$ cat config.mk
export PLATFORM = sky130hd
export DESIGN_NAME = lru_key_value_cache_core
export DESIGN_NICKNAME = d
export VERILOG_FILES = /design/src/lkvc_pkg.sv /design/src/lkvc_ctrl.sv /design/src/lkvc_dp.sv /design/src/lru_key_value_cache_core.sv
export SDC_FILE = /design/constraint.sdc
export NUM_CORES = 2
export LEC_CHECK = 0
export BUFFER_PORTS_ARGS = -buffer_cell sky130_fd_sc_hd__buf_2
export CAP_MARGIN = 20
export CORE_MARGIN = 2
export CORE_UTILIZATION = 45
export CTS_BUF_LIST = sky130_fd_sc_hd__clkbuf_16
export DETAILED_ROUTE_END_ITERATION = 16
export HOLD_SLACK_MARGIN = 0.15
export PLACE_DENSITY_LB_ADDON = 0.05
export SLEW_MARGIN = 10
export SYNTH_ARGS = -nofsm -noshare
export SYNTH_HDL_FRONTEND = slang
export SYNTH_SLANG_ARGS = --single-unit
$ cat constraint.sdc
create_clock -name clk_i -period 4.85 [get_ports clk_i]
set_input_delay 0.2425 -clock clk_i [delete_from_list [all_inputs] [get_ports clk_i]]
set_output_delay 0.2425 -clock clk_i [all_outputs]
set_load 0.01 [all_outputs]
$ cat src/lkvc_pkg.sv
// ----------------------------------------------------------------------------
// lkvc_pkg
// shared types and constants for the lru key-value cache
// ----------------------------------------------------------------------------
`default_nettype none

package lkvc_pkg;

  localparam int unsigned CAP_W = 5;
  localparam logic [CAP_W-1:0] CAP_RESET = 5'd16;

  typedef enum logic {
    OP_LOOKUP = 1'b0,
    OP_WRITE  = 1'b1
  } op_e;

  // controller to datapath commands
  typedef struct packed {
    logic load;    // input beat accepted
    logic match;   // compare stage
    logic update;  // store update and result capture
  } lkvc_cmd_t;

endpackage

`default_nettype wire

$ cat src/lkvc_ctrl.sv
// ----------------------------------------------------------------------------
// lkvc_ctrl
// sequencer: accept, match, update; owns the result valid flag
// ----------------------------------------------------------------------------
`default_nettype none

module lkvc_ctrl
  import lkvc_pkg::*;
(
  input  wire logic      clk_i,
  input  wire logic      rst_ni,
  input  wire logic      in_valid_i,
  output logic           in_ready_o,
  output logic           out_valid_o,
  input  wire logic      out_ready_i,
  output lkvc_cmd_t      cmd_o
);

  typedef enum logic [1:0] {
    S_IDLE,
    S_MATCH,
    S_UPDATE
  } state_e;

  state_e state_q, state_d;
  logic   out_valid_q, out_valid_d;
  logic   slot_free;
  logic   finish;
  logic   accept;

  assign slot_free = !out_valid_q || out_ready_i;
  assign finish    = (state_q == S_UPDATE) && slot_free;
  assign in_ready_o = (state_q == S_IDLE) || finish;
  assign accept    = in_valid_i && in_ready_o;

  assign cmd_o.load   = accept;
  assign cmd_o.match  = (state_q == S_MATCH);
  assign cmd_o.update = finish;

  always_comb begin
    state_d = state_q;
    unique case (state_q)
      S_IDLE: begin
        if (accept) state_d = S_MATCH;
      end
      S_MATCH: begin
        state_d = S_UPDATE;
      end
      S_UPDATE: begin
        if (finish) state_d = accept ? S_MATCH : S_IDLE;
      end
      default: begin
        state_d = S_IDLE;
      end
    endcase

    out_valid_d = out_valid_q;
    priority if (finish) begin
      out_valid_d = 1'b1;
    end else if (out_ready_i) begin
      out_valid_d = 1'b0;
    end
  end

  always_ff @(posedge clk_i or negedge rst_ni) begin
    if (!rst_ni) begin
      state_q     <= S_IDLE;
      out_valid_q <= 1'b0;
    end else begin
      state_q     <= state_d;
      out_valid_q <= out_valid_d;
    end
  end

  assign out_valid_o = out_valid_q;

endmodule

`default_nettype wire

$ cat src/lkvc_dp.sv
// ----------------------------------------------------------------------------
// lkvc_dp
// key cam, value memory, recency ranks, occupancy and result registers
// ----------------------------------------------------------------------------
`default_nettype none

module lkvc_dp
  import lkvc_pkg::*;
#(
  parameter int unsigned ENTRIES    = 16,
  parameter int unsigned KEY_BITS   = 32,
  parameter int unsigned VALUE_BITS = 32
) (
  input  wire logic                  clk_i,
  input  wire logic                  rst_ni,
  input  wire lkvc_cmd_t             cmd_i,
  input  wire logic                  operation_i,
  input  wire logic [KEY_BITS-1:0]   lookup_key_i,
  input  wire logic [VALUE_BITS-1:0] write_value_i,
  input  wire logic                  cfg_we_i,
  input  wire logic [CAP_W-1:0]      cfg_wdata_i,
  output logic                       hit_o,
  output logic [VALUE_BITS-1:0]      read_value_o,
  output logic                       evicted_o
);

  localparam int unsigned IDX_W = (ENTRIES > 1) ? $clog2(ENTRIES) : 1;
  localparam int unsigned OCC_W = $clog2(ENTRIES + 1);
  localparam int unsigned CMP_W = (OCC_W > CAP_W) ? OCC_W : CAP_W;

  // store
  logic [KEY_BITS-1:0]   key_q   [ENTRIES];
  logic [VALUE_BITS-1:0] mem     [ENTRIES];
  logic [IDX_W-1:0]      rank_q  [ENTRIES];
  logic [ENTRIES-1:0]    valid_q;
  logic [OCC_W-1:0]      occ_q;
  logic [CAP_W-1:0]      capacity_q;

  // latched item
  op_e                   op_q;
  logic [KEY_BITS-1:0]   in_key_q;
  logic [VALUE_BITS-1:0] in_value_q;

  // match stage results
  logic                  active_q;
  logic                  hit_q;
  logic [IDX_W-1:0]      hit_idx_q;
  logic [IDX_W-1:0]      hit_rank_q;
  logic [ENTRIES-1:0]    evict_q;
  logic                  free_ok_q;
  logic [IDX_W-1:0]      free_idx_q;

  // result registers
  logic                  res_hit_q;
  logic                  res_ev_q;
  logic                  res_show_q;
  logic [VALUE_BITS-1:0] rdata_q;

  // match stage logic
  logic [ENTRIES-1:0]    match_vec;
  logic [ENTRIES-1:0]    evict_vec;
  logic [ENTRIES-1:0]    valid_after;
  logic [IDX_W-1:0]      hit_idx;
  logic [IDX_W-1:0]      hit_rank;
  logic [IDX_W-1:0]      lru_rank;
  logic [IDX_W-1:0]      free_idx;
  logic                  free_ok;
  logic [CMP_W-1:0]      cap_eff;
  logic                  full;
  logic                  cap_zero;
  logic                  miss_write;

  // update stage logic
  logic                  ev_any;
  logic                  insert;
  logic                  mem_we;
  logic [IDX_W-1:0]      mem_waddr;

  assign cap_zero = (capacity_q == '0);
  assign cap_eff  = (CMP_W'(capacity_q) > CMP_W'(ENTRIES)) ? CMP_W'(ENTRIES)
                                                            : CMP_W'(capacity_q);
  assign full     = (CMP_W'(occ_q) >= cap_eff);
  // ranks of valid entries form 0..occ-1, so the least recent holds occ-1
  assign lru_rank = IDX_W'(occ_q - OCC_W'(1));

  always_comb begin
    hit_idx  = '0;
    hit_rank = '0;
    for (int i = 0; i < ENTRIES; i++) begin
      match_vec[i] = valid_q[i] && (key_q[i] == in_key_q);
      // keys are unique among valid entries, so an or-mux is enough
      if (match_vec[i]) begin
        hit_idx  = hit_idx | IDX_W'(i);
        hit_rank = hit_rank | rank_q[i];
      end
    end
  end

  assign miss_write = (op_q == OP_WRITE) && !(|match_vec);

  always_comb begin
    for (int i = 0; i < ENTRIES; i++) begin
      evict_vec[i] = miss_write && full && valid_q[i] && (rank_q[i] == lru_rank);
    end
    valid_after = valid_q & ~evict_vec;
    free_ok  = 1'b0;
    free_idx = '0;
    // lowest free slot wins
    for (int i = ENTRIES - 1; i >= 0; i--) begin
      if (!valid_after[i]) begin
        free_ok  = 1'b1;
        free_idx = IDX_W'(i);
      end
    end
  end

  assign ev_any = |evict_q;
  assign insert = active_q && (op_q == OP_WRITE) && !hit_q && free_ok_q;

  // input latch, match stage and result registers
  always_ff @(posedge clk_i) begin
    if (cmd_i.load) begin
      op_q       <= op_e'(operation_i);
      in_key_q   <= lookup_key_i;
      in_value_q <= write_value_i;
    end
    if (cmd_i.match) begin
      active_q   <= !cap_zero;
      hit_q      <= |match_vec;
      hit_idx_q  <= hit_idx;
      hit_rank_q <= hit_rank;
      evict_q    <= evict_vec;
      free_ok_q  <= free_ok;
      free_idx_q <= free_idx;
    end
    if (cmd_i.update) begin
      res_hit_q  <= active_q && hit_q;
      res_ev_q   <= active_q && (op_q == OP_WRITE) && !hit_q && ev_any;
      res_show_q <= active_q && hit_q && (op_q == OP_LOOKUP);
    end
  end

  // value memory: one write and one registered read port
  assign mem_we    = cmd_i.update && active_q && (op_q == OP_WRITE) && (hit_q || free_ok_q);
  assign mem_waddr = hit_q ? hit_idx_q : free_idx_q;

  always_ff @(posedge clk_i) begin
    if (mem_we) begin
      mem[mem_waddr] <= in_value_q;
    end
    if (cmd_i.update && active_q && hit_q && (op_q == OP_LOOKUP)) begin
      rdata_q <= mem[hit_idx_q];
    end
  end

  // key cam contents
  always_ff @(posedge clk_i) begin
    if (cmd_i.update && insert) begin
      key_q[free_idx_q] <= in_key_q;
    end
  end

  // valid bits, ranks and occupancy
  always_ff @(posedge clk_i or negedge rst_ni) begin
    if (!rst_ni) begin
      valid_q <= '0;
      occ_q   <= '0;
      for (int i = 0; i < ENTRIES; i++) begin
        rank_q[i] <= '0;
      end
    end else if (cmd_i.update && active_q) begin
      if (hit_q) begin
        for (int i = 0; i < ENTRIES; i++) begin
          if (IDX_W'(i) == hit_idx_q) begin
            rank_q[i] <= '0;
          end else if (valid_q[i] && (rank_q[i] < hit_rank_q)) begin
            rank_q[i] <= rank_q[i] + IDX_W'(1);
          end
        end
      end else if (op_q == OP_WRITE) begin
        for (int i = 0; i < ENTRIES; i++) begin
          if (free_ok_q && (IDX_W'(i) == free_idx_q)) begin
            valid_q[i] <= 1'b1;
            rank_q[i]  <= '0;
          end else if (evict_q[i]) begin
            valid_q[i] <= 1'b0;
            rank_q[i]  <= '0;
          end else if (valid_q[i] && free_ok_q) begin
            rank_q[i] <= rank_q[i] + IDX_W'(1);
          end
        end
        if (ev_any && !insert) begin
          occ_q <= occ_q - OCC_W'(1);
        end else if (!ev_any && insert) begin
          occ_q <= occ_q + OCC_W'(1);
        end
      end
    end
  end

  // capacity register
  always_ff @(posedge clk_i or negedge rst_ni) begin
    if (!rst_ni) begin
      capacity_q <= CAP_RESET;
    end else if (cfg_we_i) begin
      capacity_q <= cfg_wdata_i;
    end
  end

  assign hit_o        = res_hit_q;
  assign evicted_o    = res_ev_q;
  assign read_value_o = res_show_q ? rdata_q : '0;

endmodule

`default_nettype wire

$ cat src/lru_key_value_cache_core.sv
// ----------------------------------------------------------------------------
// lru_key_value_cache_core
// fully associative key-value cache with least-recently-used replacement
// ----------------------------------------------------------------------------
//   channel  | handshake              | payload
//   ---------+------------------------+-----------------------------------------
//   in       | in_valid_i / in_ready_o| operation_i, lookup_key_i, write_value_i
//   out      | out_valid_o/out_ready_i| hit_o, read_value_o, evicted_o
//   cfg      | cfg_we_i               | cfg_wdata_i (capacity)
//
// an item first compares its key against every entry, then does the
// recency update and write-back; a new beat is accepted in the update cycle
// reset clears valid bits, ranks and occupancy at once, no clearing pass
// the result waits in an output register; a stalled output holds the next
// item in its update cycle until the result register frees up
// ----------------------------------------------------------------------------
`default_nettype none

module lru_key_value_cache_core
  import lkvc_pkg::*;
#(
  parameter int unsigned ENTRIES    = 16,
  parameter int unsigned KEY_BITS   = 32,
  parameter int unsigned VALUE_BITS = 32
) (
  input  wire logic                  clk_i,
  input  wire logic                  rst_ni,
  input  wire logic                  in_valid_i,
  output logic                       in_ready_o,
  input  wire logic                  operation_i,
  input  wire logic [KEY_BITS-1:0]   lookup_key_i,
  input  wire logic [VALUE_BITS-1:0] write_value_i,
  output logic                       out_valid_o,
  input  wire logic                  out_ready_i,
  output logic                       hit_o,
  output logic [VALUE_BITS-1:0]      read_value_o,
  output logic                       evicted_o,
  input  wire logic                  cfg_we_i,
  input  wire logic [CAP_W-1:0]      cfg_wdata_i
);

  lkvc_cmd_t cmd;

  lkvc_ctrl u_ctrl (
    .clk_i       (clk_i),
    .rst_ni      (rst_ni),
    .in_valid_i  (in_valid_i),
    .in_ready_o  (in_ready_o),
    .out_valid_o (out_valid_o),
    .out_ready_i (out_ready_i),
    .cmd_o       (cmd)
  );

  lkvc_dp #(
    .ENTRIES    (ENTRIES),
    .KEY_BITS   (KEY_BITS),
    .VALUE_BITS (VALUE_BITS)
  ) u_dp (
    .clk_i         (clk_i),
    .rst_ni        (rst_ni),
    .cmd_i         (cmd),
    .operation_i   (operation_i),
    .lookup_key_i  (lookup_key_i),
    .write_value_i (write_value_i),
    .cfg_we_i      (cfg_we_i),
    .cfg_wdata_i   (cfg_wdata_i),
    .hit_o         (hit_o),
    .read_value_o  (read_value_o),
    .evicted_o     (evicted_o)
  );

endmodule

`default_nettype wire
== Yosys cells after proc, flatten, opt, wreduce, memory -nomap -nowiden ==
Memories as Yosys holds them, arrays and structs flattened. A register that Yosys moved wholly into a read port is not among the register bits.
Cells that the tools add are included.

* Register bits: 192
* Latch bits: 0
* RAM bits: 1024
* Bits in read-only memories: 0
* Input port bits: 75
* Output and inout port bits: 36
* Logic and storage cells: 573
* Memories: 2

{| class="wikitable"
|+ Memory list
! name !! depth !! bits a word !! read ports !! clocked after Yosys merged registers in !! write ports !! line !! source
|-
| u_dp.key_q || 16 || 32 || 16 || 0 || 1 || lkvc_dp.sv:32 || <nowiki>logic [KEY_BITS-1:0] key_q [ENTRIES];</nowiki>
|-
| u_dp.mem || 16 || 32 || 1 || 1 || 1 || lkvc_dp.sv:33 || <nowiki>logic [VALUE_BITS-1:0] mem [ENTRIES];</nowiki>
|}

* $add $sub $neg: 18
* Multipliers: 0
* Div/mod/pow operators: 0
* $lt $le $gt $ge: 18
* Equality and inequality tests: 82
* Shifts and indexed selects: 0
* Multiplexer cells: 174
* Bitwise logic cells: 19
* Reduce and logical (&&, ||, !) cells: 205

{| class="wikitable"
|+ Operators by type and width
! kind !! number
|-
| 32-bit equality test || 16
|-
| 4-bit two-way mux || 111
|-
| 4-bit AND reduction || 34
|-
| 64-bit two-way mux || 2
|-
| 1-bit logical AND || 114
|-
| 4-bit by 1-bit adder with 4-bit output (second input constant) || 16
|-
| 4-bit equality test || 16
|-
| 4-bit equality test (first input constant) || 16
|-
| 4-bit < comparator || 16
|-
| 4-bit nonzero test || 16
|-
| 4-bit bitwise OR || 15
|-
| 3-bit inequality test (second input constant) || 16
|-
| 1-bit two-way mux || 42
|-
| 2-bit nonzero test || 19
|-
| 3-bit by 4-bit equality test with 1-bit output (first input constant) || 8
|-
| 32-bit two-way mux || 1
|-
| 16-bit OR reduction || 2
|-
| 3-bit two-way mux || 8
|-
| 16-bit bitwise AND || 1
|-
| 2-bit by 4-bit equality test with 1-bit output (first input constant) || 4
|-
| 16-bit inverter || 1
|-
| 5-bit two-way mux || 3
|-
| 15-bit AND reduction || 1
|-
| 2-bit two-way mux || 6
|-
| other kinds (20) || 32
|}

== Depth between registers and ports, before layout ==
An unclocked memory read counts as a cell.

* Depth in word-level cells: 34
* Depth in mapped cells: 16

== Modules after synthesis ==
Synthesis repeated with hierarchy kept, for this count alone.

* Cell total of the unflattened synthesis: 3175
* Area total of the unflattened synthesis: 53303.6 µm²

{| class="wikitable"
|+ By module, submodules not included
! module !! times used !! cells each !! area an instance (µm²) !! seq. area each (µm²)
|-
| lkvc_dp || 1 || 3158 || 53142.2 || 36936.7
|-
| lkvc_ctrl || 1 || 17 || 161.4 || 75.1
|}

== Worst setup path before layout ==
OpenSTA, ideal clock, no wires.

* Path kind: reg-to-reg
* From: register u_dp.hit_q
* To: memory u_dp.key_q[12][0], enable pin
* Arrival time: 3663 ps
* Setup slack: 724 ps
* Cell stages (with the launch flop): 7
* Clock period less this slack: 4126 ps
* Cells stage by stage: edfxtp_1 -> clkbuf_1 -> clkbuf_1 -> nor2_1 -> nand2_1 -> clkbuf_1 -> nor3_1

* Cells in the longest elaborated chain, start to end: 6

{| class="wikitable"
|+ Ends and longest elaborated chain
! what !! line !! source
|-
| start: declaration || lkvc_dp.sv:46 || <nowiki>logic hit_q;</nowiki>
|-
| start signal: assignment || lkvc_dp.sv:129 || <nowiki>hit_q <= |match_vec;</nowiki>
|-
| 1-bit zero test || lkvc_dp.sv:118 || <nowiki>assign insert = active_q && (op_q == OP_WRITE) && !hit_q && free_ok_q;</nowiki>
|-
| 1-bit logical AND (2 in series) || lkvc_dp.sv:118 ||
|-
| 1-bit logical AND || lkvc_dp.sv:158 || <nowiki>if (cmd_i.update && insert) begin</nowiki>
|-
| 1-bit two-way mux || lkvc_dp.sv:158 ||
|-
| 1-bit two-way mux (implied by the code) || lkvc_dp.sv:159 || <nowiki>key_q[free_idx_q] <= in_key_q;</nowiki>
|-
| end: declaration || lkvc_dp.sv:32 ||
|}

Every way passes these cells.

== Worst setup path after layout ==
* From: register u_dp.in_key_q[27]
* To: register u_dp.free_idx_q[0], data pin

* Cells in the longest elaborated chain, start to end: 25
* Elaborated cells between the ends (all ways): 85
* Classes of those cells: 16 x eq/ne; 15 x mux; 2 x bitwise; 52 x reduce/logical

{| class="wikitable"
|+ Ends and longest elaborated chain
! what !! line !! source
|-
| start: declaration || lkvc_dp.sv:41 || <nowiki>logic [KEY_BITS-1:0] in_key_q;</nowiki>
|-
| start signal: assignment || lkvc_dp.sv:124 || <nowiki>in_key_q <= lookup_key_i;</nowiki>
|-
| 32-bit equality test || lkvc_dp.sv:90 || <nowiki>match_vec[i] = valid_q[i] && (key_q[i] == in_key_q);</nowiki>
|-
| 1-bit logical AND || lkvc_dp.sv:90 ||
|-
| 16-bit OR reduction * || lkvc_dp.sv:99 || <nowiki>assign miss_write = (op_q == OP_WRITE) && !(|match_vec);</nowiki>
|-
| 1-bit zero test * || lkvc_dp.sv:99 ||
|-
| 1-bit logical AND * || lkvc_dp.sv:99 ||
|-
| 1-bit logical AND * || lkvc_dp.sv:103 || <nowiki>evict_vec[i] = miss_write && full && valid_q[i] && (rank_q[i] == lru_rank);</nowiki>
|-
| 1-bit logical AND (2 in series) || lkvc_dp.sv:103 ||
|-
| 16-bit inverter * || lkvc_dp.sv:105 || <nowiki>valid_after = valid_q & ~evict_vec;</nowiki>
|-
| 16-bit bitwise AND * || lkvc_dp.sv:105 ||
|-
| 4-bit two-way mux (8 in series) || lkvc_dp.sv:110 || <nowiki>if (!valid_after[i]) begin</nowiki>
|-
| 3-bit two-way mux (4 in series) || lkvc_dp.sv:110 ||
|-
| 2-bit two-way mux (2 in series) || lkvc_dp.sv:110 ||
|-
| 1-bit two-way mux || lkvc_dp.sv:110 ||
|-
| end signal: assignment || lkvc_dp.sv:134 || <nowiki>free_idx_q <= free_idx;</nowiki>
|-
| end: declaration || lkvc_dp.sv:51 || <nowiki>logic [IDX_W-1:0] free_idx_q;</nowiki>
|}

Every way passes the cells marked *; elsewhere a longest branch is shown, timed or not.
A chain may end at the register's enable or synchronous reset.

==> reports/results.ini <==
[synth]
yosysWarnings=0
synthArstFlopShare=0.0745
netlist.area_leader.share=0.652
synth.distinct_cells=67
yosysTopAreaCell=edfxtp_1
synth_area_per_cell_um2=16.8
synth_fp_nets=3323
synth_seq_area_share=0.695
ys_ff_latch=1248
synthCells=3176
syn-cell-area_um2=53200
synth_area_leaders=edfxtp_1, mux4_2, xor2_1, dfrtp_1, xnor2_1
synth_edf_count=1155
synth-main-ff-cell=edfxtp_1

[layout]
nets=3653
final_cells=5153
design_area_um2=61500
drive_gt1_frac=0.190
syn2layout_area_growth_pct=15.5

[power_and_ir_drop]
ir_worst_vdd_v=0.000338
power_leakage_nw=20.9
power.density_nw_per_um2=422

[critical_path]
rrSetupSlack_ns=0.38
path_buf_inv=1
cp-start-kind=flip-flop
critPathSlowestCell=edfxtp_1
rr_worst_depth=11
critPathMaxFanout=23
arrival_ns=5.00
worst-path-stages=11
cpPeakStageDelay_ns=1.01
critPathCaptureType=flip-flop
critical_path.cell_chain=xor2_1 > nor4_1 > nand4_1 > nor3_2 > nor4_2 > nand4_4 > or2_1 > buf_4 > o21a_1 > a211oi_1 > o31ai_1
cp_top_family=simple AND/OR/NAND/NOR gates
required_ns=5.38
crit_type=flip-flop to flip-flop

[place]
placed_cells=4819
placed_area_um2=56300
portBuffers=110
gp_congestion=0.941
hpwl_um=90800

[global_route]
grt-busiest-layer=met2
use_met3=0.0354
use_met1=0.346
grtUsageMet2=0.410
antenna_found_initial=6
grt_max_degree=129
grt_overflow_total=0
grt_use_total=0.250
grt_pass1_vias=30500
grt_pass1_wl_um=217000

[floorplanning]
die_w_um=348
die_h_um=348
die_area_um2=121000
core_um2=118000
rows=126
initial_core_util=0.453
ios=111

[timing]
finalCritPeriodShare=0.921
drv_slew=0
setup_viol=0
skew_ns=0.0296
holdWs_ns=0.204
period_needed_ns=4.47
tightest_slew_ns=1.17
fmax_ghz=0.224
rsz0062_at_grt=false
setup_tns_ns=0
hold_violations=0
slew_headroom=0.217

[run_status]
status=finished, final reports clean

[routing]
drtIter0Drc=2719
wl_per_cell_um=28.9
drt-total-wl_um=149000
ant_nets=0
drtPass1Iterations=5
vias=29300
drc_errors=0
viasPerCell=5.68

[clocking]
cts.clk_slew.worst_paths_ns=0.06
cts_max_level=4
clock_path_buffers=3
cts_num_sinks=1248
cts_root_buf=clkbuf_16
cts-buffers-inserted=138
cts_tree=yes
insertion_delay_ns=0.75

[min_path]
hold_class=primary input to flip-flop
min_path_cells=2

[job]
drv_cap=0

synthesized netlist by cell type, types with 39 or more instances:
cell type,instances
nor2_1,102
a21oi_1,48
nor4_1,95
edfxtp_1,1155
dfrtp_1,92
nand3_1,47
xnor2_1,182
xor2_1,404
clkbuf_1,54
and2_1,49
mux4_2,160
nand4_1,57
nor3_1,47
nand2b_1,39
nand2_1,101
o21ai_0,134
ha_1,72
final cells by class:
class                           count  area [um2]
Antenna cell                        1        2.50
Clock buffer                      142        3550
Clock inverter                    108         803
Fill cell                        9583       56100
Inverter                           34         128
Multi-Input combinational cell   1752       15300
Sequential cell                  1248       37000
Tap cell                         1536        1920
Timing Repair Buffer              332        2720
sequential cells by signal, indices dropped and copies added (netlist names), 2 cells and up:
signal / flops
u_dp.valid_q: 16
u_dp.in_key_q: 32
u_dp.hit_idx_q: 4
u_ctrl.state_q: 2
u_dp.capacity_q: 5
u_dp.occ_q: 5
u_dp.hit_rank_q: 4
u_dp.evict_q: 16
u_dp.free_idx_q: 4
u_dp.in_value_q: 32
u_dp.key_q: 512
u_dp.rdata_q: 32
u_dp.mem: 512
u_dp.rank_q: 64
worst paths after layout:
| check | from | to |
|---|---|---|
| min in group asynchronous | rst_ni | u_dp.rank_q[5]$_DFFE_PN0P_ |
| min | write_value_i[9] | u_dp.in_value_q[9]$_DFFE_PP_ |
| max in group asynchronous | rst_ni | u_dp.occ_q[2]$_DFFE_PN0P_ |
| max reg2reg | u_dp.in_key_q[27]$_DFFE_PP_ | u_dp.free_idx_q[0]$_SDFFCE_PN0N_ |
| max | u_dp.in_key_q[27]$_DFFE_PP_ | u_dp.free_idx_q[0]$_SDFFCE_PN0N_ |
| min reg2reg | u_dp.occ_q[4]$_DFFE_PN0P_ | u_dp.occ_q[4]$_DFFE_PN0P_ |
metrics by stage:
step,worst slack (ns),util,total power [mW]
2_1_floorplan,0.724,-,14.7
5_1_grt,0.184,0.523,26.9
6_report,0.381,0.523,25.9
3_3_place_gp,0.469,0.479,15.9
4_1_cts,0.377,0.523,26.1
3_5_place_dp,0.420,0.479,16.0
cells by family after synthesis:
logic type / synth area share
xor gates and xnor gates: 0.0964
adders and majority gates: 0.0169
buffers and inverters: 0.0206
AOI/OAI and AO/OA: 0.0355
DFF: 0.695
muxes: 0.0713
and+or+nand+nor: 0.0638
where the power goes:
group / total (mW) / switching (mW) / internal, mW
Sequential: 12.8 / 0.743 / 12.1
Clock: 10.1 / 4.33 / 5.76
Combinational: 2.99 / 1.70 / 1.29
Total: 25.9 / 6.78 / 19.1
cell usage in the layout, fill, tap and decap left out, drive strengths merged, types with 68 or more instances in the layout:
master / netlist / final
edfxtp: 1155 / 1155
dlygate4sd3: 0 / 82
ha: 72 / 72
nor4: 106 / 106
clkbuf: 54 / 142
mux4: 160 / 160
nand2: 101 / 101
nor2: 102 / 102
dfrtp: 92 / 92
xor2: 404 / 404
buf: 88 / 250
inv: 34 / 68
o21ai: 140 / 140
xnor2: 182 / 182
timing repair:
action / CTS / global route
hold endpoints to repair: 121 / 0
setup endpoints to repair: 0 / 0
gates resized for setup: 0 / 0
setup buffers: 0 / 0
hold buffers: 83 / 0
per-layer routing:
metal  part of all wire  vias to the layer above  wire [um]
li1                   -                    12800          -
met1               0.44                    15300      65400
met4              0.028                        0       4240
met5                  0                        -          0
met3              0.047                      235       6950
met2               0.49                      862      72400
No activity file was read; power rests on OpenSTA's default activity.
